<file path="src/design/utl_pkg.sv">
// shared types, constants and calendar helpers for the utc to local time converter
// no dependencies; imported by every module of the block

package utl_pkg;

	// configuration register indexes
	localparam logic [0:0] REG_TZ_OFFSET  = 1'b0;
	localparam logic [0:0] REG_DST_ENABLE = 1'b1;

	// configuration reset values
	localparam logic signed [10:0] TZ_OFFSET_RESET  = -11'sd300;
	localparam logic               DST_ENABLE_RESET = 1'b1;

	localparam logic [3:0]  MONTHS_PER_YEAR = 4'd12;
	localparam logic [11:0] MIN_PER_DAY     = 12'd1440;
	localparam logic [10:0] MIN_PER_HOUR    = 11'd60;

	// march-based year index k counts from 1999-03-01; first year past the skipped 2100 leap day
	localparam logic [7:0] CENTURY_SKIP_K = 8'd101;

	// year estimate: floor(day * K0_MULT / 2^22) is the year index or one below it
	localparam logic [13:0] K0_MULT = 14'd11483;

	// changeover points, day of march-based year and minute of day
	localparam logic [8:0]  SPRING_DOY = 9'd13;   // march 14
	localparam logic [8:0]  FALL_DOY   = 9'd251;  // november 7
	localparam logic [10:0] SPRING_MIN = 11'd120; // 02:00 standard
	localparam logic [10:0] FALL_MIN   = 11'd60;  // 01:00 standard

	// one utc fix as it arrives
	typedef struct packed {
		logic [6:0] year;
		logic [3:0] month;
		logic [4:0] date;
		logic [4:0] hours;
		logic [5:0] minutes;
		logic [5:0] seconds;
	} utc_fix_t;

	// local standard day number and minute of day
	typedef struct packed {
		logic [15:0] lday;
		logic [10:0] mday;
		logic [5:0]  sec;
	} day_pos_t;

	// march-based year index and day within it
	typedef struct packed {
		logic [7:0]  myear;
		logic [8:0]  doy;
		logic [10:0] mday;
		logic [5:0]  sec;
	} year_pos_t;

	// position after the daylight saving adjustment
	typedef struct packed {
		logic [7:0]  myear;
		logic [8:0]  doy;
		logic [2:0]  wys;
		logic [10:0] mday;
		logic [5:0]  sec;
		logic        dst;
	} local_pos_t;

	// finished local time
	typedef struct packed {
		logic [6:0] year;
		logic [3:0] month;
		logic [4:0] date;
		logic [4:0] hours;
		logic [5:0] minutes;
		logic [5:0] seconds;
		logic [2:0] weekday;
		logic       dst;
	} local_time_t;

	// first day of each month within a march-based year, march is index 0
	function automatic logic [8:0] month_start(input logic [3:0] mp);
		logic [8:0] d;
		case (mp)
			4'd0:    d = 9'd0;
			4'd1:    d = 9'd31;
			4'd2:    d = 9'd61;
			4'd3:    d = 9'd92;
			4'd4:    d = 9'd122;
			4'd5:    d = 9'd153;
			4'd6:    d = 9'd184;
			4'd7:    d = 9'd214;
			4'd8:    d = 9'd245;
			4'd9:    d = 9'd275;
			4'd10:   d = 9'd306;
			4'd11:   d = 9'd337;
			default: d = 9'd0;
		endcase
		return d;
	endfunction

	// day number of march 1 of year index k, counted from 1999-03-01
	function automatic logic [15:0] year_start(input logic [7:0] k);
		logic [8:0]  ksum;
		logic [15:0] days;
		ksum = {1'b0, k} + 9'd3;
		days = {8'd0, k} * 16'd365 + {9'd0, ksum[8:2]} - {15'd0, (k >= CENTURY_SKIP_K)};
		return days;
	endfunction

	// remainder by seven through a reciprocal, exact for any 9-bit value
	function automatic logic [2:0] mod7(input logic [8:0] v);
		logic [17:0] p;
		logic [8:0]  r;
		p = {9'd0, v} * 18'd293;
		r = v - {2'b00, p[17:11]} * 9'd7;
		return r[2:0];
	endfunction

endpackage

</file>
<file path="src/design/utl_front.sv">
// front stage: folds the fix and zone offset into a local standard day number
// and minute of day; depends on utl_pkg

module utl_front import utl_pkg::*; (
	input  logic             clk,
	input  logic             arst_n,
	input  logic             vld_s1,
	input  utc_fix_t         fix_s1,
	input  logic signed [10:0] zone,
	output logic             vld_s2,
	output day_pos_t         day_s2
);

	logic              m_zero;
	logic              m_over;
	logic              m_early;
	logic [3:0]        mn;
	logic [3:0]        mp;
	logic [8:0]        yp_w;
	logic              sec_carry;
	logic [5:0]        sec_n;
	logic [10:0]       umin;
	logic signed [12:0] mtot;
	logic signed [12:0] mday_w;
	logic [1:0]        c1;
	day_pos_t          day_d;

	// month normalization and march-based year index
	always_comb begin
		m_zero  = fix_s1.month == 4'd0;
		m_over  = fix_s1.month > MONTHS_PER_YEAR;
		if (m_zero) begin
			mn = MONTHS_PER_YEAR;
		end else if (m_over) begin
			mn = fix_s1.month - MONTHS_PER_YEAR;
		end else begin
			mn = fix_s1.month;
		end
		m_early = mn <= 4'd2;
		yp_w = {2'b00, fix_s1.year} + 9'd1 + {8'd0, m_over} - {8'd0, m_zero}
			- {8'd0, m_early};
		mp = m_early ? mn + 4'd9 : mn - 4'd3;
	end

	// minute of day with zone offset, and the day carry it causes
	always_comb begin
		sec_carry = fix_s1.seconds >= 6'd60;
		sec_n     = sec_carry ? fix_s1.seconds - 6'd60 : fix_s1.seconds;
		umin      = {6'd0, fix_s1.hours} * MIN_PER_HOUR + {5'd0, fix_s1.minutes}
			+ {10'd0, sec_carry};
		mtot      = $signed({2'b00, umin}) + $signed({{2{zone[10]}}, zone});
		if (mtot < 13'sd0) begin
			c1     = 2'd0;
			mday_w = mtot + 13'sd1440;
		end else if (mtot < 13'sd1440) begin
			c1     = 2'd1;
			mday_w = mtot;
		end else if (mtot < 13'sd2880) begin
			c1     = 2'd2;
			mday_w = mtot - 13'sd1440;
		end else begin
			c1     = 2'd3;
			mday_w = mtot - 13'sd2880;
		end
	end

	// day number: date is one-based and c1 carries an offset of one
	always_comb begin
		day_d.lday = year_start(yp_w[7:0]) + {7'd0, month_start(mp)}
			+ {11'd0, fix_s1.date} + {14'd0, c1} - 16'd2;
		day_d.mday = mday_w[10:0];
		day_d.sec  = sec_n;
	end

	always_ff @(posedge clk or negedge arst_n) begin
		if (!arst_n) begin
			vld_s2 <= 1'b0;
		end else begin
			vld_s2 <= vld_s1;
		end
	end

	always_ff @(posedge clk) begin
		day_s2 <= day_d;
	end

endmodule

</file>
<file path="src/design/utl_locate.sv">
// year locate: estimates the march-based year of a day number by reciprocal
// and corrects it against the year start; depends on utl_pkg

module utl_locate import utl_pkg::*; (
	input  logic      clk,
	input  logic      arst_n,
	input  logic      vld_s2,
	input  day_pos_t  day_s2,
	output logic      vld_s4,
	output year_pos_t yr_s4
);

	logic [29:0] prod;
	logic        vld_s3;
	day_pos_t    day_s3;
	logic [7:0]  k0_s3;
	logic [7:0]  k1;
	logic [15:0] ys0;
	logic [15:0] ys1;
	logic        past;
	logic [15:0] doy_w;
	year_pos_t   yr_d;

	// year estimate, exact or one low
	assign prod = {14'd0, day_s2.lday} * {16'd0, K0_MULT};

	always_ff @(posedge clk or negedge arst_n) begin
		if (!arst_n) begin
			vld_s3 <= 1'b0;
			vld_s4 <= 1'b0;
		end else begin
			vld_s3 <= vld_s2;
			vld_s4 <= vld_s3;
		end
	end

	always_ff @(posedge clk) begin
		day_s3 <= day_s2;
		k0_s3  <= prod[29:22];
	end

	// correction against the start of the next year
	always_comb begin
		k1         = k0_s3 + 8'd1;
		ys0        = year_start(k0_s3);
		ys1        = year_start(k1);
		past       = day_s3.lday >= ys1;
		doy_w      = day_s3.lday - (past ? ys1 : ys0);
		yr_d.myear = past ? k1 : k0_s3;
		yr_d.doy   = doy_w[8:0];
		yr_d.mday  = day_s3.mday;
		yr_d.sec   = day_s3.sec;
	end

	always_ff @(posedge clk) begin
		yr_s4 <= yr_d;
	end

endmodule

</file>
<file path="src/design/utl_dst.sv">
// daylight saving stage: finds the changeover sundays of the year, tests the
// window and adds the hour; depends on utl_pkg

module utl_dst import utl_pkg::*; (
	input  logic       clk,
	input  logic       arst_n,
	input  logic       dst_en,
	input  logic       vld_s4,
	input  year_pos_t  yr_s4,
	output logic       vld_s5,
	output local_pos_t loc_s5
);

	logic [8:0]  ksum;
	logic [8:0]  wsum;
	logic [2:0]  wys;
	logic [3:0]  w6_w;
	logic [2:0]  w6;
	logic [8:0]  sdoy;
	logic [8:0]  fdoy;
	logic        after_spring;
	logic        before_fall;
	logic        dst;
	logic [11:0] msum;
	logic        wrap;
	logic [11:0] mday_w;
	local_pos_t  loc_d;

	// weekday of march 1, day 0 (1999-03-01) is a monday
	always_comb begin
		ksum = {1'b0, yr_s4.myear} + 9'd3;
		wsum = {1'b0, yr_s4.myear} + {2'b00, ksum[8:2]}
			- {8'd0, (yr_s4.myear >= CENTURY_SKIP_K)} + 9'd1;
		wys  = mod7(wsum);
	end

	// march 14 and november 7 share a weekday; step back to sunday
	always_comb begin
		w6_w = {1'b0, wys} + 4'd6;
		w6   = (w6_w >= 4'd7) ? 3'(w6_w - 4'd7) : w6_w[2:0];
		sdoy = SPRING_DOY - {6'd0, w6};
		fdoy = FALL_DOY - {6'd0, w6};
	end

	// window test on standard time, then add the hour
	always_comb begin
		after_spring = (yr_s4.doy > sdoy)
			|| ((yr_s4.doy == sdoy) && (yr_s4.mday >= SPRING_MIN));
		before_fall  = (yr_s4.doy < fdoy)
			|| ((yr_s4.doy == fdoy) && (yr_s4.mday < FALL_MIN));
		dst          = dst_en & after_spring & before_fall;
		msum         = {1'b0, yr_s4.mday} + (dst ? {1'b0, MIN_PER_HOUR} : 12'd0);
		wrap         = msum >= MIN_PER_DAY;
		mday_w       = wrap ? msum - MIN_PER_DAY : msum;
		// the window ends in november, so the extra day never leaves the year
		loc_d.myear  = yr_s4.myear;
		loc_d.doy    = yr_s4.doy + {8'd0, wrap};
		loc_d.wys    = wys;
		loc_d.mday   = mday_w[10:0];
		loc_d.sec    = yr_s4.sec;
		loc_d.dst    = dst;
	end

	always_ff @(posedge clk or negedge arst_n) begin
		if (!arst_n) begin
			vld_s5 <= 1'b0;
		end else begin
			vld_s5 <= vld_s4;
		end
	end

	always_ff @(posedge clk) begin
		loc_s5 <= loc_d;
	end

endmodule

</file>
<file path="src/design/utl_civil.sv">
// civil stage: splits day of year into month and date, minute of day into
// hours and minutes, and forms weekday and year; depends on utl_pkg

module utl_civil import utl_pkg::*; (
	input  logic        clk,
	input  logic        arst_n,
	input  logic        vld_s5,
	input  local_pos_t  loc_s5,
	output logic        done_s6,
	output local_time_t res_s6
);

	logic [10:0] mpv;
	logic [23:0] mprod;
	logic [3:0]  mp;
	logic        jan_feb;
	logic [8:0]  date_w;
	logic [8:0]  yt;
	logic [8:0]  year_w;
	logic [21:0] hprod;
	logic [4:0]  hr;
	logic [10:0] min_w;
	logic [2:0]  wd0;
	local_time_t res_d;

	// month index (5*doy+2)/153 by reciprocal
	always_comb begin
		mpv     = {2'b00, loc_s5.doy} * 11'd5 + 11'd2;
		mprod   = {13'd0, mpv} * 24'd6854;
		mp      = mprod[23:20];
		date_w  = loc_s5.doy - month_start(mp) + 9'd1;
		jan_feb = mp >= 4'd10;
	end

	// year within century, march-based year 0 is 1999
	always_comb begin
		yt = {1'b0, loc_s5.myear} + {8'd0, jan_feb} + 9'd99;
		if (yt >= 9'd200) begin
			year_w = yt - 9'd200;
		end else if (yt >= 9'd100) begin
			year_w = yt - 9'd100;
		end else begin
			year_w = yt;
		end
	end

	// hours by reciprocal of sixty, weekday from march 1
	always_comb begin
		hprod = {11'd0, loc_s5.mday} * 22'd1093;
		hr    = hprod[20:16];
		min_w = loc_s5.mday - {6'd0, hr} * MIN_PER_HOUR;
		wd0   = mod7({6'd0, loc_s5.wys} + loc_s5.doy);
	end

	always_comb begin
		res_d.year    = year_w[6:0];
		res_d.month   = jan_feb ? mp - 4'd9 : mp + 4'd3;
		res_d.date    = date_w[4:0];
		res_d.hours   = hr;
		res_d.minutes = min_w[5:0];
		res_d.seconds = loc_s5.sec;
		res_d.weekday = wd0 + 3'd1;
		res_d.dst     = loc_s5.dst;
	end

	always_ff @(posedge clk or negedge arst_n) begin
		if (!arst_n) begin
			done_s6 <= 1'b0;
		end else begin
			done_s6 <= vld_s5;
		end
	end

	always_ff @(posedge clk) begin
		res_s6 <= res_d;
	end

endmodule

</file>
<file path="src/design/utc_to_local_time_with_dst.sv">
// utc to local time converter with the us daylight saving rule
// a fix taken at a clock edge gives its done strobe once it has passed the input register and stages s2 to s6
// throughput: one fix per cycle, set by the six-stage pipeline; busy stays low
// done is a one-cycle strobe; the receiver cannot stall, so nothing backs up
// reset clears the pipeline valid flags and loads offset -300 minutes, dst enabled
// depends on utl_pkg, utl_front, utl_locate, utl_dst and utl_civil

module utc_to_local_time_with_dst import utl_pkg::*; (
	input  logic        clk,
	input  logic        arst_n,
	input  logic        start,
	output logic        busy,
	input  logic        cfg_we,
	input  logic [0:0]  cfg_index,
	input  logic [10:0] cfg_wdata,
	input  logic [6:0]  utc_year,
	input  logic [3:0]  utc_month,
	input  logic [4:0]  utc_date,
	input  logic [4:0]  utc_hours,
	input  logic [5:0]  utc_minutes,
	input  logic [5:0]  utc_seconds,
	output logic        done,
	output logic [6:0]  local_year,
	output logic [3:0]  local_month,
	output logic [4:0]  local_date,
	output logic [4:0]  local_hours,
	output logic [5:0]  local_minutes,
	output logic [5:0]  local_seconds,
	output logic [2:0]  local_weekday,
	output logic        dst_in_effect
);

	logic signed [10:0] zone_q;
	logic               dst_en_q;
	logic               accept;
	logic               vld_s1;
	utc_fix_t           fix_s1;
	logic               vld_s2;
	day_pos_t           day_s2;
	logic               vld_s4;
	year_pos_t          yr_s4;
	logic               vld_s5;
	local_pos_t         loc_s5;
	local_time_t        res_s6;

	// the pipeline takes a transaction every cycle
	assign busy   = 1'b0;
	assign accept = start & ~busy;

	// configuration registers
	always_ff @(posedge clk or negedge arst_n) begin
		if (!arst_n) begin
			zone_q   <= TZ_OFFSET_RESET;
			dst_en_q <= DST_ENABLE_RESET;
		end else if (cfg_we) begin
			case (cfg_index)
				REG_TZ_OFFSET:  zone_q   <= $signed(cfg_wdata);
				REG_DST_ENABLE: dst_en_q <= cfg_wdata[0];
				default: ;
			endcase
		end
	end

	// input register
	always_ff @(posedge clk or negedge arst_n) begin
		if (!arst_n) begin
			vld_s1 <= 1'b0;
		end else begin
			vld_s1 <= accept;
		end
	end

	always_ff @(posedge clk) begin
		if (accept) begin
			fix_s1.year    <= utc_year;
			fix_s1.month   <= utc_month;
			fix_s1.date    <= utc_date;
			fix_s1.hours   <= utc_hours;
			fix_s1.minutes <= utc_minutes;
			fix_s1.seconds <= utc_seconds;
		end
	end

	utl_front u_front (
		.clk    (clk),
		.arst_n (arst_n),
		.vld_s1 (vld_s1),
		.fix_s1 (fix_s1),
		.zone   (zone_q),
		.vld_s2 (vld_s2),
		.day_s2 (day_s2)
	);

	utl_locate u_locate (
		.clk    (clk),
		.arst_n (arst_n),
		.vld_s2 (vld_s2),
		.day_s2 (day_s2),
		.vld_s4 (vld_s4),
		.yr_s4  (yr_s4)
	);

	utl_dst u_dst (
		.clk    (clk),
		.arst_n (arst_n),
		.dst_en (dst_en_q),
		.vld_s4 (vld_s4),
		.yr_s4  (yr_s4),
		.vld_s5 (vld_s5),
		.loc_s5 (loc_s5)
	);

	utl_civil u_civil (
		.clk     (clk),
		.arst_n  (arst_n),
		.vld_s5  (vld_s5),
		.loc_s5  (loc_s5),
		.done_s6 (done),
		.res_s6  (res_s6)
	);

	// result ports
	assign local_year    = res_s6.year;
	assign local_month   = res_s6.month;
	assign local_date    = res_s6.date;
	assign local_hours   = res_s6.hours;
	assign local_minutes = res_s6.minutes;
	assign local_seconds = res_s6.seconds;
	assign local_weekday = res_s6.weekday;
	assign dst_in_effect = res_s6.dst;

endmodule

</file>
<file path="config.mk">
export PLATFORM = sky130hd
export DESIGN_NAME = utc_to_local_time_with_dst
export DESIGN_NICKNAME = d
export VERILOG_FILES = /design/src/design/utl_pkg.sv /design/src/design/utl_front.sv /design/src/design/utl_locate.sv /design/src/design/utl_dst.sv /design/src/design/utl_civil.sv /design/src/design/utc_to_local_time_with_dst.sv
export SDC_FILE = /design/constraint.sdc
export NUM_CORES = 1
export LEC_CHECK = 0
export ABC_CLOCK_PERIOD_IN_PS = 32200
export BUFFER_PORTS_ARGS = -buffer_cell sky130_fd_sc_hd__buf_2
export CAP_MARGIN = 20
export CORE_AREA = 2 2 260 262
export DETAILED_ROUTE_END_ITERATION = 8
export DIE_AREA = 0 0 262 264
export PLACE_DENSITY = 0.61
export SLEW_MARGIN = 20
export SYNTH_ARGS = -nofsm -noshare
export SYNTH_HDL_FRONTEND = slang
export SYNTH_SLANG_ARGS = --single-unit
</file>
<file path="constraint.sdc">
create_clock -name clk -period 32.2 [get_ports clk]
set_input_delay 9.66 -clock clk [delete_from_list [all_inputs] [get_ports clk]]
set_output_delay 9.66 -clock clk [all_outputs]
set_load 0.01 [all_outputs]
</file>
==> results.ini <==
[status]
outcome=completed

[synthesis]
synth.avg_cell_area_um2=10.1
synthTopCellsByArea=ha_1, fa_1, dfxtp_1
syn_area_um2=26300
seq_area_frac_synth_pct=19.4
yosysTopAreaCell=ha_1
synth.distinct_cells=79
ys.warnings.count=0
async_reset_ff_share_pct=7.69
ys_seq_elements=234
synth_edf_count=33
yosys.area.top_type_share_pct=29.1
syn_nets=3522
synthCells=2610
ys.flop_type=dfxtp_1

[setup_path]
critPathMaxFanout=7
end_kind=flip-flop
crit_path_max_incr_delay_ps=710
critical-path-slowest-cell=a211oi_1
cp_common_cell=ha_1
crit_required_ps=32630
critical_path_class=reg -> reg
arrival_ps=13440
crit_path_start_kind=flip-flop

[global_route]
grt.overflow.total=0
grt_max_degree=35
grt_pass1_wl_um=86200
grt.total_usage_pct=14.9
grt_antenna_before_repair=0
grt_pass1_vias=18319

[clocking]
clk_latency_ps=550
cts-hold-fix-buffers=0
htreeDepth=1
post_cts_buffers=0
cts_tree=done
clock-sinks=234
clockRootBuffer=clkbuf_16
clk_pin_slew_ps=60
cts.path.max_buffers=3
cts_resized=0
cts_made_buffers=26

[floorplan]
core_area_um2=66600
fp.dieW_um=262
dieArea_um2=69200
die_h_um=264
initial_utilization_pct=39.5
num_rows=95
boundaryPins=88

[finish]
syn2layout_area_growth_pct=8.86
fin_nets=3620
n_fill_cell=6381
num_antenna_cells=0
layout-drive-gt1-share_pct=7.15

[timing]
slew_headroom_pct=30.4
post-route-period-util_pct=40.4
period_needed_ps=13010
slew_viol_final=0
setup_violations=0
fmax_mhz=76.9
hold_violations=0
tns_ps=0
grt_setup_unrepaired=no
skew_ps=9.91
tightest_slew_ps=1040

[drt]
ant_nets=0
firstDrtPassIters=5
via_per_inst=4.78
vias=17193
route.detailed.drc=0
wl_um=49600
drtIter0Drc=602
routedWlPerCell_um=13.8

[min_path]
hp-class=reg -> reg

[placed_design]
place_hpwl_um=42700
gp_congestion=0.872
port_buffers=86

[run]
drv_cap=0

[synth_stat cells (all sizes together) (11+ instances only)]
cell    count
dfxtp     183
inv       584
mux2       24
edfxtp     33
o21bai     16
a211oi     13
fa        251
nand3      33
nand4      14
xnor2     166
dfrtp      11
clkbuf     12
nand2      59
o21ai      50
nor2b      21
nor3       39
a21oi      98
or2        11
ha        612
xor2       67
a31oi      16
o21a       24
nor2       86
nand2b     20
a21o       37
[area by class of cell]
cell class / count / area (um^2) / share of cell area, %
clock buffer: 39 / 812 / 2.84
clock inverter: 8 / 62.6 / 0.219
inverter: 584 / 2190 / 7.66
multi-input combinational: 1775 / 18900 / 66.1
sequential: 234 / 5110 / 17.9
tap: 873 / 1090 / 3.82
timing repair buffer: 87 / 438 / 1.53
[cells in the final DEF, fill, tap and decap left out, types with 10 or more instances in the layout]
master	n
ha_1	612
inv_1	584
fa_1	251
dfxtp_1	183
xnor2_1	162
a21oi_1	97
nor2_1	86
buf_2	86
xor2_1	67
nand2_1	59
o21ai_0	47
nor3_1	39
a21o_1	37
nand3_1	33
edfxtp_1	33
clkbuf_16	28
o21a_1	24
mux2_2	23
nor2b_1	21
nand2b_1	20
a31oi_1	16
o21bai_1	16
nand4_1	14
or2_2	11
dfrtp_1	11
mux2i_1	10
[flip-flops by register name, summed over array words and instances, names as in the netlist, 8 cells and up]
name	flops
u_dst.loc_s5	38
u_civil.res_s6	37
zone_q	11
u_front.day_s2	33
fix_s1	33
u_locate.k0_s3	8
u_locate.day_s3	33
u_locate.yr_s4	34
[cells by family (layout without fill, tap and decap cells)]
group | after synthesis | in the layout | share of synthesized area, %
multiplexers | 34 | 34 | 1.42
adder cells (fa/ha/maj) | 863 | 863 | 48.2
buffers and inverters | 601 | 718 | 8.64
AND/OR/NAND/NOR | 323 | 323 | 6.08
flip-flops | 234 | 234 | 19.4
AO/OA/AOI/OAI | 319 | 319 | 8.08
XOR/XNOR | 235 | 235 | 8.09
other | 1 | 1 | 0.0143
[metal layers]
| metal | vias up | share of wire, % | track usage (%) | wire length (um) |
|---|---|---|---|---|
| li1 | 8737 | - | - | - |
| met1 | 8248 | 46 | 19.3 | 22900 |
| met2 | 158 | 50 | 26.7 | 24600 |
| met3 | 50 | 2.4 | 1.73 | 1200 |
| met4 | 0 | 1.8 | 2.86 | 889 |
| met5 | - | 0 | 0 | 0 |
[worst paths after layout]
check	start	end	slack [ps]	cells after the start
min in group asynchronous	arst_n	zone_q[8]$_DFFE_PN0P_	9050	1
worst max-delay path	u_locate.yr_s4[27]$_DFF_P_	u_dst.loc_s5[28]$_DFF_P_	19190	54
worst min register to register	u_locate.day_s3[15]$_DFF_P_	u_locate.yr_s4[15]$_DFF_P_	320	0
worst max register to register	u_locate.yr_s4[27]$_DFF_P_	u_dst.loc_s5[28]$_DFF_P_	19190	54
max in group asynchronous	arst_n	zone_q[4]$_DFFE_PN1P_	22810	1
worst min-delay path	u_locate.day_s3[15]$_DFF_P_	u_locate.yr_s4[15]$_DFF_P_	320	0
[worst max-delay path: cells and delay by family (launching register included)]
family / cells / cell delay [ps]
adders and majority gates: 12 / 4040
and+or+nand+nor: 10 / 1740
xor gates and xnor gates: 10 / 2430
AOI/OAI and AO/OA: 17 / 3940
DFF: 1 / 340
buffers and inverters: 5 / 410
[through the flow]
stage	setup slack, ps	hold WS (ps)	util [%]	cell area (um^2)	std cells
floorplan	20460	310	-	26300	2610
global placement	19490	309	41.7	27800	3553
detailed placement	19120	312	41.7	27800	3553
CTS	19080	326	43.0	28600	3600
global route	18290	329	43.0	28600	3600
finish	19190	323	43.0	28600	3600
Power is not shown: default switching activity piles up to over one toggle a cycle in this logic, so the estimate is an artifact.
